[src/hw/rtl/assert_macros.svh]
// ---------------------------------------------------------------------------
// Assertion macros
// Concurrent assertion wrappers shared by the pose block; empty in synthesis.
// ---------------------------------------------------------------------------
`ifndef ASSERT_MACROS_SVH
`define ASSERT_MACROS_SVH
`ifndef SYNTHESIS
// Clocked property, switched off while reset is asserted.
`define RPCI_ASSERT(lbl, clk, rstn, prop, msg) \
    lbl: assert property (@(posedge clk) disable iff (!rstn) prop) else $error(msg);
// Clocked property that is checked in reset as well.
`define RPCI_ASSERT_ALWAYS(lbl, clk, prop, msg) \
    lbl: assert property (@(posedge clk) prop) else $error(msg);
`else
`define RPCI_ASSERT(lbl, clk, rstn, prop, msg)
`define RPCI_ASSERT_ALWAYS(lbl, clk, prop, msg)
`endif
`endif

[src/hw/rtl/rpci_pkg.sv]
// ---------------------------------------------------------------------------
// rpci_pkg
// Types, fixed-point constants and helper functions of the rigid pose block.
// ---------------------------------------------------------------------------
package rpci_pkg;

    // Quaternions are signed Q2.29; translations carry 16 fraction bits.
    localparam int QUAT_FRAC_BITS   = 29;
    localparam int RSQRT_ITERATIONS = 3;

    // Shared multiplier operand and product widths.
    localparam int MUL_W  = 35;
    localparam int PROD_W = 2 * MUL_W;

    typedef logic signed [MUL_W-1:0]  mul_op_t;
    typedef logic signed [PROD_W-1:0] prod_t;

    // Action codes.
    localparam logic [1:0] ACT_LOAD    = 2'd0;
    localparam logic [1:0] ACT_COMPOSE = 2'd1;
    localparam logic [1:0] ACT_INVERT  = 2'd2;
    localparam logic [1:0] ACT_HOLD    = 2'd3;

    typedef struct packed {
        logic [1:0]         action;
        logic signed [31:0] in_qw;
        logic signed [31:0] in_qx;
        logic signed [31:0] in_qy;
        logic signed [31:0] in_qz;
        logic signed [31:0] in_tx;
        logic signed [31:0] in_ty;
        logic signed [31:0] in_tz;
    } in_word_t;

    typedef struct packed {
        logic signed [31:0] out_qw;
        logic signed [31:0] out_qx;
        logic signed [31:0] out_qy;
        logic signed [31:0] out_qz;
        logic signed [31:0] out_tx;
        logic signed [31:0] out_ty;
        logic signed [31:0] out_tz;
        logic               saturated;
    } out_word_t;

    typedef struct packed {
        logic               clip;
        logic signed [31:0] val;
    } sat_t;

    localparam prod_t S32_MAX = prod_t'(2147483647);
    localparam prod_t S32_MIN = -S32_MAX - prod_t'(1);

    // Saturate a wide signed value to 32 bits and flag clipping.
    function automatic sat_t sat32(input prod_t v);
        sat_t s;
        s.clip = 1'b0;
        s.val  = 32'(v);
        if (v > S32_MAX) begin
            s.clip = 1'b1;
            s.val  = 32'(S32_MAX);
        end else if (v < S32_MIN) begin
            s.clip = 1'b1;
            s.val  = 32'(S32_MIN);
        end
        return s;
    endfunction

    // Q16 start values for the inverse square root, indexed by n/2^58 - 4.
    function automatic logic [15:0] rsqrt_seed(input logic [3:0] idx);
        logic [15:0] v;
        case (idx)
            4'd0:    v = 16'd61788;
            4'd1:    v = 16'd55889;
            4'd2:    v = 16'd51411;
            4'd3:    v = 16'd47861;
            4'd4:    v = 16'd44957;
            4'd5:    v = 16'd42525;
            4'd6:    v = 16'd40450;
            4'd7:    v = 16'd38651;
            4'd8:    v = 16'd37073;
            4'd9:    v = 16'd35673;
            4'd10:   v = 16'd34421;
            4'd11:   v = 16'd33292;
            default: v = 16'd32768;
        endcase
        return v;
    endfunction

endpackage

[src/hw/rtl/rpci_mul.sv]
// ---------------------------------------------------------------------------
// rpci_mul
// Shared signed multiplier with a registered product.
// ---------------------------------------------------------------------------
module rpci_mul (
    input  logic             aclk,
    input  rpci_pkg::mul_op_t op_a,
    input  rpci_pkg::mul_op_t op_b,
    output rpci_pkg::prod_t   prod
);
    import rpci_pkg::*;

    prod_t prod_reg;

    // One product per cycle, available the cycle after its operands.
    always_ff @(posedge aclk) begin
        prod_reg <= prod_t'(op_a) * prod_t'(op_b);
    end

    assign prod = prod_reg;

endmodule

[config.mk]
export PLATFORM = sky130hd
export DESIGN_NAME = rpci_mul
export DESIGN_NICKNAME = d
export VERILOG_FILES = /design/src/hw/rtl/assert_macros.svh /design/src/hw/rtl/rpci_pkg.sv /design/src/hw/rtl/rpci_mul.sv
export SDC_FILE = /design/constraint.sdc
export NUM_CORES = 2
export LEC_CHECK = 0
export ABC_CLOCK_PERIOD_IN_PS = 20200
export CORE_ASPECT_RATIO = 1.25
export CORE_MARGIN = 2
export CORE_UTILIZATION = 35
export CTS_CLUSTER_DIAMETER = 30
export CTS_CLUSTER_SIZE = 24
export DETAILED_ROUTE_END_ITERATION = 6
export DONT_BUFFER_PORTS = 1
export PLACE_DENSITY_LB_ADDON = 0.08
export SLEW_MARGIN = 15
export SYNTH_ARGS = -nofsm -noshare
export SYNTH_HDL_FRONTEND = slang
export SYNTH_SLANG_ARGS = --single-unit
[constraint.sdc]
create_clock -name aclk -period 20.2 [get_ports aclk]
set_input_delay 2.02 -clock aclk [delete_from_list [all_inputs] [get_ports aclk]]
set_output_delay 2.02 -clock aclk [all_outputs]
set_load 0.02 [all_outputs]
Word-level counts from Yosys, hierarchy flattened
Cells that the tools add are included.
Cells by class
  $add $sub $neg: 0
  multipliers: 1
  div/mod/pow operators: 0
  order comparisons: 0
  equality and inequality tests: 0
  shifts and indexed selects: 0
  muxes and demuxes: 0
  bitwise operators: 0
  reduce and logical (&&, ||, !) cells: 0
Operator list (count)
  multiplier 35 x 35 -> 70 bit: 1
Storage, ports and cells
  bits in registers: 70
  latch bits: 0
  bits in writable memories: 0
  memory bits (read-only): 0
  memories kept: 0

Logic depth before layout (Yosys ltp)
  depth after elaboration: 1
  gate-level depth with buffers: 30
  gate-level depth less buffers: 28

Worst setup path before layout
No wires, ideal clock.
  kind: in2reg
  from: in op_a[34]
  to: reg prod_reg[68], in the netlist prod[68]
  library setup time: 123 ps
  arrival: 9885 ps
  required time: 20077 ps
  slack: 10192 ps
  stages on the path: 28
  cell sequence: clkbuf_1 > clkbuf_1 > nand2_1 > inv_1 > fa_1 > fa_1 > fa_1 > inv_1 > fa_1 > inv_1 > fa_1 > fa_1 > fa_1 > inv_1 > fa_1 > inv_1 > ha_1 > buf_4 > a21o_1 > a21o_1 > a21oi_1 > o21ai_0 > a221o_1 > a21o_1 > a31oi_1 > o21a_1 > o21ai_1 > xor2_1
On the way
  word-level cells in the longest chain between the ends: 1
Ends and longest elaborated chain
  start: declaration: line rpci_mul.sv:7  | input rpci_pkg::mul_op_t op_a,
  multiplier 35 x 35 -> 70 bit: line rpci_mul.sv:17  | prod_reg <= prod_t'(op_a) * prod_t'(op_b);
  end signal: assignment: line rpci_mul.sv:17
  end: declaration: line rpci_mul.sv:13  | prod_t prod_reg;
No other way between the ends.

Final worst setup path
Ends and elaborated chain as after synthesis.

==> results_dict.tcl <==
set metrics [dict create \
    status "completed" \
    syn-num-nets 6260 \
    drive_above_1_share_pct 0.9912 \
    grt_pass1_wl_um 223400 \
    syn_area_per_cell_um2 9.599 \
    timing.max_cap.violations 0 \
    final_area_um2 46260 \
    wl_um 147800 \
    finalHoldViolCount 0 \
    clk_path_buf_depth 2 \
    synth_ff_type "dfxtp_1" \
    cts_tree "built" \
    io_pins 141 \
    fill_cells 13130 \
    antenna_found_initial 7 \
    grt_usage_pct 23.78 \
    arrival_ns 10.35 \
    place_congestion 0.8214 \
    synth_cell_types 71 \
    grt_max_degree 36 \
    use_met3_pct 2.452 \
    synth_edf_count 0 \
    cts_hold_buf 0 \
    max_stage_delay_ns 1.00 \
    cp-start-kind "input pin" \
    critPathRequiredTime_ns 20.51 \
    drc 0 \
    post-cts-setup-buffers 0 \
    worst_path_most_repeated_cell "fa_1" \
    via_per_inst 4.845 \
    crit_fanout 35 \
    areaGrowthSynthToFinish_pct 3.164 \
    ys_seq_area_share_pct 3.125 \
    fin_ws_ns 10.16 \
    endpoint "prod[68]$_DFF_P_" \
    worstSetupPathType "in -> reg" \
    core-area_um2 127000 \
    hpwlAfterDp_um 114700 \
    endpoint_kind "flip-flop" \
    port_buffers 0 \
    rsz0062_at_grt "no" \
    netlist_instances 4671 \
    drt_first_iter_violations 1250 \
    cts_buffers 9 \
    largest_register_ffs 70 \
    tightest_slew_ns 0.9468 \
    dr_total_vias 29770 \
    drt-pass1-iter-count 5 \
    start_util_pct 35.32 \
    fin_nets 6023 \
    dieHeight_um 404.2 \
    grt_use_met1_pct 24.78 \
    worst_path_dominant_cell_family "adder cells" \
    slew-limit-headroom_pct 36.21 \
    syn_area_um2 44840 \
    ys_warn_count 0 \
    fin_setup_tns_ns 0 \
    finalCritPeriodShare_pct 49.72 \
    ys_top_cells_by_area "fa_1 59%, inv_1 9.7%, and2_1 9.3%" \
    grt-ovfl-total 0 \
    postCtsResizedCells 0 \
    grt_use_met2_pct 46.97 \
    htreeDepth 3 \
    cp.depth 25 \
    crit_start "op_a[34]" \
    slowest_stage "fa_1" \
    yosysTopAreaCell "fa_1" \
    clock_sinks 70 \
    ant_nets 0 \
    synth_top_cell_area_share_pct 58.53 \
    max_freq_ghz 0.09958 \
    place_ws_ns 9.706 \
    finalMaxSlewViolations 0 \
    grt_pass1_vias 34560 \
    period_minus_slack_ns 10.04 \
    dieWidth_um 324.1 \
    dieArea_um2 131000 \
    cts-root-buf "clkbuf_16" \
    wl_per_cell_um 24.06 \
    clk_pin_slew_ns 0.07 \
    ys_ff_latch 70 \
    worst-path-buf-inv 5 \
    grt-busiest-layer "met2" \
    finalSetupViolations 0 \
    postSynth.asyncResetShare_pct 0 \
    hold_class "in -> reg" \
    rows 146 \
    placed_cell_area_um2 45950 \
]
-- cells in the mapped netlist, drive strengths merged (12+ instances only) --
cell and n:
and2 667, xnor2 54, a21o 39, nand4 17, nand2b 15, a21oi 76, inv 1159, fa 1311
o21bai 12, and3 12, clkbuf 231, dfxtp 70, nor2 53, nand2 569, xor2 25, buf 19
o21ai 48, ha 207
-- kinds of logic (layout without fill, tap and decap cells) --
family          after synthesis  count (layout)  synth area share, %
flops                        70              70                3.125
other cells                   0               2                    0
simple gates               1365            1365                15.63
xor+xnor                     79              79                1.543
buf+inv                    1410            1178                12.04
fa+ha+maj                  1518            1518                64.31
compound gates              229             229                3.351
-- per-layer routing --
layer	wire length [µm]	vias up
li1	-	12750
met1	49880	16260
met2	85410	567
met3	4873	192
met4	7623	0
met5	0	-
-- stage by stage --
| stage | hold WS (ns) | std cells | util, % |
|---|---|---|---|
| final | 1.733 | 6143 | 36.44 |
| after global routing | 1.730 | 6141 | 36.43 |
| after CTS | 1.685 | 6141 | 36.43 |
| after detailed placement | 2.156 | 6125 | 36.19 |
| after global placement | 2.151 | 6125 | 36.19 |
| after floorplan | 2.147 | 4671 | - |
-- cells in the final DEF, fill, tap and decap left out, types with 5 or more instances in the layout --
cell type     n
clkbuf_16     9
and3_1       11
a31oi_1       8
fa_1       1310
o21bai_1     12
a21o_1       38
o21a_1        9
o211ai_1      5
nand4_1      16
xnor2_1      54
inv_1      1158
o21ai_1      13
nand2b_1     15
ha_1        207
xor2_1       25
and2_1      667
dfxtp_1      70
nand3_1       7
a21oi_1      75
nand2_1     569
o21ai_0      32
nor2_1       52
nor2b_1       5
-- cell type report --
| class | count | area, µm² | share of cell area (%) |
|---|---|---|---|
| inverter | 1159 | 4350 | 9.405 |
| clock buffer | 10 | 239.0 | 0.5166 |
| clock inverter | 6 | 68.82 | 0.1488 |
| antenna | 2 | 5.005 | 0.01082 |
| timing repair buffer | 3 | 22.52 | 0.04869 |
| multi-input combinational | 3191 | 38040 | 82.24 |
| sequential | 70 | 1401 | 3.029 |
| tap | 1702 | 2130 | 4.604 |
-- worst min path at each step --
stage,start,endpoint,depth (start not counted)
2_1_floorplan,op_b[0],prod[0]$_DFF_P_,1
3_3_place_gp,op_a[0],prod[0]$_DFF_P_,1
3_5_place_dp,op_a[0],prod[0]$_DFF_P_,1
4_1_cts,op_a[0],prod[0]$_DFF_P_,1
5_1_grt,op_a[0],prod[0]$_DFF_P_,1
6_report,op_a[0],prod[0]$_DFF_P_,1
Power is not shown: default switching activity piles up to over one toggle a cycle in this logic, so the estimate is an artifact.
